### config.mk
export PLATFORM = sky130hd
export DESIGN_NAME = pip_ram
export DESIGN_NICKNAME = d
export VERILOG_FILES = /design/src/sv/pip_ram.sv
export SDC_FILE = /design/constraint.sdc
export NUM_CORES = 1
export LEC_CHECK = 0
export ABC_AREA = 1
export BUFFER_PORTS_ARGS = -buffer_cell sky130_fd_sc_hd__buf_2
export CAP_MARGIN = 20
export CORE_UTILIZATION = 36
export CTS_BUF_LIST = sky130_fd_sc_hd__clkbuf_8
export DETAILED_ROUTE_END_ITERATION = 8
export PLACE_DENSITY = 0.49
export SKIP_CTS_REPAIR_TIMING = 1
export SLEW_MARGIN = 10
export SYNTH_ARGS = -nofsm -noshare
export SYNTH_HDL_FRONTEND = slang
export SYNTH_SLANG_ARGS = --single-unit
### constraint.sdc
create_clock -name clk_i -period 5.5 [get_ports clk_i]
set_input_delay 0.55 -clock clk_i [delete_from_list [all_inputs] [get_ports clk_i]]
set_output_delay 0.55 -clock clk_i [all_outputs]
set_load 0.03 [all_outputs]
### src/sv/pip_ram.sv
`default_nettype none

module pip_ram #(
  parameter int WIDTH = 8,
  parameter int DEPTH = 64
) (
  input  wire logic                     clk_i,
  input  wire logic                     we_i,
  input  wire logic [$clog2(DEPTH)-1:0] waddr_i,
  input  wire logic [WIDTH-1:0]         wdata_i,
  input  wire logic                     re_i,
  input  wire logic [$clog2(DEPTH)-1:0] raddr_i,
  output logic      [WIDTH-1:0]         rdata_o
);

  logic [WIDTH-1:0] mem_q [DEPTH];

  always_ff @(posedge clk_i) begin
    if (we_i) begin
      mem_q[waddr_i] <= wdata_i;
    end
  end

  always_ff @(posedge clk_i) begin
    if (re_i) begin
      rdata_o <= mem_q[raddr_i];
    end
  end

endmodule

`default_nettype wire

After elaboration in Yosys (flattened, before gate mapping)
Memories as Yosys holds them, arrays and structs flattened. A register that Yosys moved wholly into a read port is not among the register bits.
Cells that the tools add are included.
- bits in registers: 0
- latch bits: 0
- RAM bits: 512
- bits in read-only memories: 0
- input bits: 23
- output and inout port bits: 8
- word-level logic and storage cells: 3
- memories kept: 1
- add/sub/neg operators: 0
- $mul: 0
- divide/modulo/power cells: 0
- $lt $le $gt $ge: 0
- eq/ne operators: 0
- shifts and indexed selects: 0
- multiplexer cells: 2
- bitwise operators: 0
- reductions and logical operators: 0
- memory list (memory ; words ; bits a word ; rd ports ; clocked after Yosys merged registers in ; write ports ; line ; RTL):
    mem_q ; 64 ; 8 ; 1 ; 1 ; 1 ; 16 ; logic [WIDTH-1:0] mem_q [DEPTH];
- operator list (cell ; count):
    1-bit 2-to-1 mux ; 2

Longest topological paths before layout
- depth after elaboration: 2
- depth in mapped cells: 12
- gate-level depth less buffers: 9

Worst setup path before layout
OpenSTA, ideal clock, no wires.
- path kind: input port to flip-flop
- start point: input we_i
- end point: memory mem_q[48][0], enable pin
- setup time: 0.395 ns
- arrival time: 1.921 ns
- data required time: 5.105 ns
- setup slack: 3.184 ns
- stages on the path: 3
- path buffers: 1
- cell sequence: clkbuf_1 > nand4_1 > nor4_1
- longest elaborated chain between the ends: 2
- RTL lines (what ; line ; RTL):
    start: declaration ; 8 ; input wire logic we_i,
    1-bit 2-to-1 mux ; 19 ; if (we_i) begin
    1-bit 2-to-1 mux (implied by the code) ; 20 ; mem_q[waddr_i] <= wdata_i;
    end: declaration ; 16 ;
No other way between the ends.

==> results by group <==
Critical path
  • WP data required: 6.01 ns
  • Startpoint Class: input port
  • Slowest stage delay, CP: 0.84 ns
  • CP top delay family: buffers and inverters
  • CP max-delay cell: inv_8
  • Critical path type: in -> reg
  • Crit path buf inv count: 3
  • Crit end category: flop
  • Critical Path AT: 3.58 ns
  • Critical Path Source: raddr_i[0]
  • Crit path max fanout: 146
  • Crit-path cells: clkbuf_8 -> inv_8 -> buf_4 -> nand2_1 -> nand3_1 -> nand3_1 -> nand2_1 -> nand2_1 -> nand3_1 -> nand3_1 -> nand2_1
  • Critical R2R Launch: mem_q[29][3]

Floorplanning
  • Core outline area: 58900 um^2
  • Row count: 89
  • Die ar.: 60500 um^2
  • Die Width: 246 um
  • IO Pins: 31
  • Die height: 246 um
  • Starting density of the core: 36.4%

Detailed routing
  • Pre-antenna DRT Iters: 5
  • Routed len/inst: 22.0 um
  • Antenna Nets Post-Route: 0
  • Residual DRC: 0
  • DR iter-0 viols: 1025
  • Vias/cell: 5.14
  • DR vias: 13700
  • Final wirelength: 58900 um

Clocking
  • Clk slew on worst S/H paths: 0.06 ns
  • CTS Sinks: 520
  • CTS Root Cell: clkbuf_8
  • Bufs on Longest Clock Path: 3
  • Clock Latency Late Sink: 0.65 ns
  • CTS tree: built
  • H-tree levels: 3
  • CTS Buf Count: 85

Yosys
  • Post-synthesis instance area: 21400 um^2
  • Synth warn: 0
  • Seq/Total Area, Yosys: 72.9%
  • Syn Nets: 1828
  • Synth unique cells: 15
  • Mean Syn Cell Area: 11.9 um^2
  • Cells after Synth: 1805
  • Yosys reg bits: 520

Global routing
  • Initial antenna violation count: 1
  • Vias in the first global route: 13800
  • Tot GR Track Use: 19.8%
  • Grt total ovfl: 0
  • Largest net degree at the start of global routing: 147
  • First-pass GRT wire length: 88200 um

Timing
  • Final setup fails: 0
  • Slew Viols, Final: 0
  • Final Hold Viols: 0
  • Final worst setup slack: 2.44 ns
  • RSZ-0062 raised after global routing: no
  • Max Fclk: 326 MHz
  • Final min period: 3.06 ns
  • Post-route clock period utilization: 55.7%
  • Slew margin rel.: 28.6%
  • Clock skew: 0.0201 ns
  • Tightest Pin Transition: 1.07 ns
  • Sum of negative setup slack: 0 ns

Pwr
  • Sw Pwr: 1.94 mW
  • Comb pwr share: 6.4%
  • Internal Power: 6.12 mW
  • Seq pwr share: 54.7%
  • Peak VDD IR: 0.214 mV
  • Pwr/cell area: 343 nW/um^2
  • Switch share: 24.1%
  • Leak: 8.41 nW
  • Clock network power share: 38.9%

Cells and area
  • Synthesis-to-finish area growth: 9.78%
  • Commonest non-fill, non-tap cell in the layout: nand2_1
  • Final layout net count: 1858
  • Layout cell share with drive strength beyond 1: 8.48%
  • Commonest non-fill, non-tap cells in the layout: nand2_1 (648), edfxtp_1 (520), nand3_1 (439)

Hold path
  • Hold_sp: re_i
  • Hold Crit Class: in -> reg

Placed design
  • Gpl congestion: 0.804
  • Post-Place Worst Slack: 1.84 ns
  • Port buffer count: 30
  • Post-DP HPWL: 31400 um

Outcome
  • Outcome: complete, no violations

Run
  • Maxcap violations: 0
routing by layer:
layer,global-route usage [%],share of wire [%]
met3,4.64,6.6
met4,6.34,2.6
met1,27.1,45
met5,0,0.029
met2,30.9,46
path summary, 6_finish.rpt:
path,slack (ns),to,depth (start not counted)
max,2.44,rdata_o[0],11
min,0.35,rdata_o[4],1
max reg2reg,3.88,rdata_o[3],8
min reg2reg,0.88,rdata_o[1],8
final cells by class:
type                            instances  area [um^2]
Clock inverter                         63          338
Timing Repair Buffer                   56          394
Fill cell                            5685        35400
Tap cell                              773          967
Antenna cell                            1         2.50
Clock buffer                           87         1200
Multi-Input combinational cell       1160         4950
Inverter                               12         55.1
Sequential cell                       520        15600
cells by family (layout without fill, tap and decap cells):
group | Yosys count | in the layout | share of synthesized area (%)
buffers and inverters | 125 | 218 | 4.01
flip-flops | 520 | 520 | 72.9
other | 0 | 1 | 0
AND/OR/NAND/NOR | 1160 | 1160 | 23.1
synthesized netlist by cell type, drive strengths merged:
master	n	share of area (%)
buf	98	3.5
nor4	8	0.23
inv	12	0.23
nand4	9	0.26
nor2	56	0.98
edfxtp	520	73
nand2	648	11
nand3	439	10
clkbuf	15	0.26
power by group through the flow:
stage               clock (mW)  sequential (mW)  combinational (mW)
CTS                       3.21             4.41               0.523
finish                    3.13             4.41               0.517
detailed placement           0             4.49               0.522
global route              3.36             4.41               0.568
global placement             0             4.49               0.520
floorplan                    0             4.50               0.308
registers in the layout, summed over array words and instances, names as in the netlist:
| register | count |
|---|---|
| mem_q | 512 |
| rdata_o | 8 |
worst reg2reg max path, delay by kind of cell (launching register included):
kind	cells	cell delay [ns]
flip-flops	1	0.37
AND/OR/NAND/NOR	8	1.01
metrics by stage:
stage	std cells	hold slack (ns)	cell area, um^2	power (mW)	util [%]
floorplan	1805	0.649	21400	4.81	-
global placement	2521	0.866	22000	5.01	37.3
detailed placement	2521	0.879	22000	5.02	37.3
CTS	2671	0.278	23500	8.14	39.9
global route	2671	0.291	23500	8.34	39.9
finish	2672	0.351	23500	8.06	39.9
(Power assumes the default switching activity.)
