<file path="src/sv/pip_fifo.sv">
`default_nettype none

module pip_fifo #(
  parameter int WIDTH = 8,
  parameter int DEPTH = 2
) (
  input  wire logic             clk_i,
  input  wire logic             rst_ni,
  input  wire logic             push_i,
  input  wire logic [WIDTH-1:0] wdata_i,
  output logic                  full_o,
  input  wire logic             pop_i,
  output logic      [WIDTH-1:0] rdata_o,
  output logic                  empty_o
);

  localparam int PtrW = (DEPTH > 1) ? $clog2(DEPTH) : 1;
  localparam int CntW = $clog2(DEPTH + 1);

  logic [WIDTH-1:0] mem_q [DEPTH];
  logic [PtrW-1:0]  wr_ptr_q, wr_ptr_d;
  logic [PtrW-1:0]  rd_ptr_q, rd_ptr_d;
  logic [CntW-1:0]  cnt_q, cnt_d;
  logic             do_push, do_pop;

  assign full_o  = (cnt_q == CntW'(DEPTH));
  assign empty_o = (cnt_q == '0);
  assign do_push = push_i && !full_o;
  assign do_pop  = pop_i && !empty_o;
  assign rdata_o = mem_q[rd_ptr_q];

  always_comb begin
    wr_ptr_d = wr_ptr_q;
    rd_ptr_d = rd_ptr_q;
    cnt_d    = cnt_q;
    if (do_push) begin
      wr_ptr_d = (wr_ptr_q == PtrW'(DEPTH - 1)) ? '0 : wr_ptr_q + 1'b1;
    end
    if (do_pop) begin
      rd_ptr_d = (rd_ptr_q == PtrW'(DEPTH - 1)) ? '0 : rd_ptr_q + 1'b1;
    end
    case ({do_push, do_pop})
      2'b10:   cnt_d = cnt_q + 1'b1;
      2'b01:   cnt_d = cnt_q - 1'b1;
      default: cnt_d = cnt_q;
    endcase
  end

  always_ff @(posedge clk_i or negedge rst_ni) begin
    if (!rst_ni) begin
      wr_ptr_q <= '0;
      rd_ptr_q <= '0;
      cnt_q    <= '0;
    end else begin
      wr_ptr_q <= wr_ptr_d;
      rd_ptr_q <= rd_ptr_d;
      cnt_q    <= cnt_d;
    end
  end

  always_ff @(posedge clk_i) begin
    if (do_push) begin
      mem_q[wr_ptr_q] <= wdata_i;
    end
  end

endmodule

`default_nettype wire

</file>
<file path="config.mk">
export PLATFORM = sky130hd
export DESIGN_NAME = pip_fifo
export DESIGN_NICKNAME = d
export VERILOG_FILES = /design/src/sv/pip_fifo.sv
export SDC_FILE = /design/constraint.sdc
export NUM_CORES = 1
export LEC_CHECK = 0
export ABC_CLOCK_PERIOD_IN_PS = 2400
export BUFFER_PORTS_ARGS = -buffer_cell sky130_fd_sc_hd__buf_2
export CAP_MARGIN = 10
export CORE_UTILIZATION = 52
export CTS_CLUSTER_SIZE = 25
export DETAILED_ROUTE_END_ITERATION = 12
export PLACE_DENSITY_LB_ADDON = 0.08
export SETUP_SLACK_MARGIN = 0.02
export SYNTH_ARGS = -nofsm -noshare
export SYNTH_HDL_FRONTEND = slang
export SYNTH_SLANG_ARGS = --single-unit
export TNS_END_PERCENT = 100
</file>
<file path="constraint.sdc">
create_clock -name clk_i -period 2.4 [get_ports clk_i]
set_input_delay 0.6 -clock clk_i [delete_from_list [all_inputs] [get_ports clk_i]]
set_output_delay 0.6 -clock clk_i [all_outputs]
set_load 0.02 [all_outputs]
</file>
---- Word level (Yosys, flattened, before mapping) ----
Memories as Yosys holds them, arrays and structs flattened.
Index checks and enable logic that the tools add are counted.
Widths: inputs -> output; s select.
cells by class
  $add $sub $neg .......................... 4
  $mul .................................... 0
  divide/modulo/power cells ............... 0
  magnitude comparators ................... 0
  eq/ne operators ......................... 3
  shift operators ......................... 0
  mux-type cells .......................... 5
  bitwise operators ....................... 0
  reduce and logical (&&, ||, !) cells .... 6
operators by type and width
  kind                 number
  $eq 2x2->1 const B   2
  $mux 1               4
  $pmux 2 s2           1
  $add 1x1->1 const B  2
  $add 2x1->2 const B  1
  $eq 2x1->1 const B   1
  $logic_and 1x1->1    2
  $logic_not 1->1      2
  $logic_not 2->1      1
  $reduce_bool 2->1    1
  $sub 2x1->2 const B  1
word-level totals
  register bits after elaboration ......... 4
  bits in latches ......................... 0
  memory bits (writable) .................. 16
  memory bits (read-only) ................. 0
  input bits .............................. 12
  output and inout bits ................... 10
  memories ................................ 1
memories
  name   words  width  rd ports  clocked after memory_dff  write ports  RTL line  text
  mem_q  2      8      1         0                         1            20        logic [WIDTH-1:0] mem_q [DEPTH];

---- Longest topological paths before layout ----
  word-level depth ........................ 5
  gate-level depth with buffers ........... 6
  mapped depth without buffers ............ 6

---- Worst setup path after synthesis ----
No wires, ideal clock.
  path type ............................... register to register
  from .................................... reg cnt_q[0]
  to ...................................... reg cnt_q[1]
  library setup time ...................... 0.079 ns
  arrival ................................. 1.416 ns
  required time ........................... 2.321 ns
  slack ................................... 0.905 ns
  stages on the path, launching flop included .. 6
  path buffers ............................ 0
  period minus slack after synthesis ...... 1.495 ns
  cell sequence ........................... dfrtp_1 > nor2_1 > nor2b_2 > ha_1 > nor2_1 > xor2_1
on the way
  longest elaborated chain between the ends .. 5
  elaborated cells on any way between the ends .. 12
  those cells by class .................... 2 x add/sub; 3 x eq/ne; 1 x mux; 6 x reduce/logical
ends and longest elaborated chain
  item                                             RTL line  text
  start: declaration                               23        logic [CntW-1:0] cnt_q, cnt_d;
  start signal: assignment                         57        cnt_q <= cnt_d;
  $logic_not 2->1 *                                27        assign empty_o = (cnt_q == '0);
  net empty_o                                      14        output logic empty_o
  $logic_not 1->1 *                                29        assign do_pop = pop_i && !empty_o;
  $logic_and 1x1->1 *                              29
  net do_pop                                       24        logic do_push, do_pop;
  $eq 2x1->1 or $eq 2x2->1 (tied branches)         42        case ({do_push, do_pop})
  $pmux 2 s2 or $reduce_bool 2->1 (tied branches)  n/a
The timed path passes the listed nets; every way through them passes the cells marked *.
A chain may end at the register's enable or synchronous reset.

---- Final worst setup path ----
  from .................................... reg rd_ptr_q
  to ...................................... out rdata_o[6]
on the way
  longest elaborated chain between the ends .. 1
ends and longest elaborated chain
  item                      RTL line  text
  start: declaration        22        logic [PtrW-1:0] rd_ptr_q, rd_ptr_d;
  start signal: assignment  56        rd_ptr_q <= rd_ptr_d;
  $mem_v2 2x8               n/a
  end: declaration          13        output logic [WIDTH-1:0] rdata_o,
Every way passes these cells.

==> flow_summary_export.csv <==
group,metric,value,unit
timing,setup_slack,0.407,ns
die,fp.dieArea,1640,um^2
pwr,power_density,1220,nW/um^2
critical_path,path_class,"reg2out",
critical_path,path_cells,"mux2_2 > buf_2",
grt,grt_max_degree,12,
yosys,synthXorXnorAreaFrac,0.0567,
yosys,avgSynthCellArea,18.0,um^2
grt,grt_usage,0.157,
finish,drive_gt1_frac,0.500,
pwr,seqPwrFrac,0.488,
yosys,synthMuxAreaShare,0.117,
yosys,yosys.area_share.adder,0.0162,
critical_path,critPathSlowestCell,"dfrtp_1",
timing,skew,0.00159,ns
yosys,syn-cell-area,772,um^2
clocking,tritoncts,"yes",
yosys,ys_seq_elements,20,
timing,slew_violations,0,
timing,maxSlewHeadroom,0.752,
timing,rsz0062_at_grt,"false",
route,wl,1110,um
clocking,numCtsBuffers,3,
die,start_util,0.579,
clocking,ctsHoldBuffers,0,
critical_path,start_kind,"flop",
pwr,peakVddDrop,680,uV
critical_path,critPathMaxFanout,9,
yosys,syn_inst,43,
route,antenna_left,0,
route,drcViolationCount,0,
clocking,path_clk_slew,0.10,ns
critical_path,r2r_start,"cnt_q[0]",
timing,fin_crit,1.99,ns
yosys,ys_seq_area_frac,0.752,
route,viasPerCell,5.18,
finish,stdcell_area,925,um^2
pwr,p_sw_frac,0.344,
timing,finalCritPeriodShare,0.830,
yosys,synthesis.nets,56,
critical_path,critPathArrivalTime,1.39,ns
die,rows,13,
placed_design,place_area,898,um^2
clocking,clk_latency,0.28,ns
critical_path,crit_buf_inv,1,
route,dr.pass1.iters,3,
pwr,p_switching,0.389,mW
critical_path,end_kind,"output port",
die,io_pins,22,
timing,fmax,502,MHz
status,outcome,"finished, final reports clean",
route,dr.first_iter.drc_count,7,
yosys,synth_top_family_by_area,"multiplexers",
finish,nets,82,
placed_design,dpl.hpwl,866,um
clocking,cts_root_buf,"clkbuf_4",
run,maxCapViolCount,0,
die,dieWidth,40.5,um
route,wl_per_cell,13.3,um
critical_path,startpoint,"rd_ptr_q",
pwr,power_frac_clock,0.135,
min_path,worstHoldPathType,"in2async",
die,core,1330,um^2
finish,finalNonFillerCells,83,
pwr,p_leak,0.383,nW
grt,grt_pass1_vias,356,
grt,antenna_found_initial,0,
placed_design,pre_cts_slack,0.716,ns
finish,area_growth,19.8,%
critical_path,critPathMaxStageDelay,0.57,ns
placed_design,gp_congestion,0.650,
grt,grt_pass1_wl,1550,um
pwr,pwr-share-comb,0.377,
finish,fillers,104,
finish,n_antenna_cell,0,
timing,setup_tns,0,ns
clocking,postCtsSetupRepairBufs,0,
clocking,numClockSinks,20,
yosys,ys_warn_count,0,
clocking,htreeDepth,1,
yosys,yosys.area_share.simple,0.0470,
yosys,synth.distinct_cells,13,
critical_path,crit_family,"flip-flops",
timing,setup_violations,0,
placed_design,portBuffers,21,
route,num_vias,430,
pwr,intPower,0.741,mW
die,die_h,40.5,um
grt,grt-ovfl-total,0,
timing,finalHoldViolations,0,
placed_design,placedCellCount,79,
clocking,clockBufferDepth,2,
clocking,cts_repair_resize_count,0,
yosys,synth_compound_area_frac,0,
critical_path,required,1.80,ns
timing,worst_pin_slew,0.372,ns
-- power by group through the flow --
stage	Clock, mW	Sequential, mW	Combinational, mW
after floorplan	0	0.523	0.339
after global placement	0	0.557	0.423
after CTS	0.158	0.554	0.435
after global routing	0.168	0.565	0.462
final	0.152	0.551	0.426
after detailed placement	0	0.560	0.434
-- metal layers --
layer	track usage	vias to the layer above	share of wire
met4	0.0750	0	0
met3	0.0500	0	0.034
li1	-	208	-
met2	0.262	10	0.54
met1	0.182	212	0.42
met5	0	-	0
-- stage by stage --
step	hold WS (ns)	util	power [mW]
2_1_floorplan	0.304	-	0.862
3_3_place_gp	0.413	0.674	0.980
3_5_place_dp	0.410	0.674	0.994
4_1_cts	0.0894	0.693	1.15
5_1_grt	0.0877	0.693	1.20
6_report	0.0995	0.693	1.13
-- final cells by class --
cell class                 instances  area, um^2  area share
multi-input combinational         21         183       0.198
clock buffer                       4        26.3      0.0284
sequential                        20         581       0.628
inverter                           1        3.75     0.00406
timing repair buffer              22         113       0.122
tap                               15        18.8      0.0203
-- cells by family (layout without fill, tap and decap cells) --
group                      Yosys count  after routing
buffers and inverters                2             27
and+or+nand+nor                      7              7
xor gates and xnor gates             5              5
adders and majority gates            1              1
DFF                                 20             20
muxes                                8              8
-- placed cells by master (no fill, tap or decap) --
| cell | count |
|---|---|
| xnor2_1 | 3 |
| and3_1 | 1 |
| mux2_2 | 8 |
| xor2_1 | 2 |
| clkbuf_1 | 1 |
| nor2b_2 | 1 |
| nand2_1 | 1 |
| nor2_1 | 3 |
| clkbuf_4 | 3 |
| edfxtp_1 | 16 |
| buf_2 | 21 |
| ha_1 | 1 |
| inv_1 | 1 |
| dfrtp_1 | 4 |
| nand2b_1 | 1 |
| buf_4 | 1 |
-- cells in the mapped netlist --
library cell / count / area (um^2)
xnor2_1: 3 / 26.3
buf_2: 1 / 5.00
dfrtp_1: 4 / 100
ha_1: 1 / 12.5
and3_1: 1 / 6.26
inv_1: 1 / 3.75
edfxtp_1: 16 / 480
nor2_1: 3 / 11.3
nor2b_2: 1 / 8.76
mux2_2: 8 / 90.1
nand2_1: 1 / 3.75
xor2_1: 2 / 17.5
nand2b_1: 1 / 6.26
-- sequential cells by signal (all words and copies together) (netlist names) --
name and cells:
mem_q 16, cnt_q 2, rd_ptr_q 1, wr_ptr_q 1
-- worst paths after layout --
| path | end | cells past startpoint | slack, ns |
|---|---|---|---|
| setup / recovery | rdata_o[6] | 2 | 0.41 |
| hold / removal | wr_ptr_q | 1 | 0.1 |
| setup reg to reg | cnt_q[1] | 5 | 1.00 |
| hold reg to reg | cnt_q[1] | 1 | 0.50 |
| max in group asynchronous | cnt_q[0] | 1 | 2.18 |
| min in group clk_i | mem_q[0][7] | 1 | 0.50 |
Note: power is estimated with default switching activity, not from simulation.
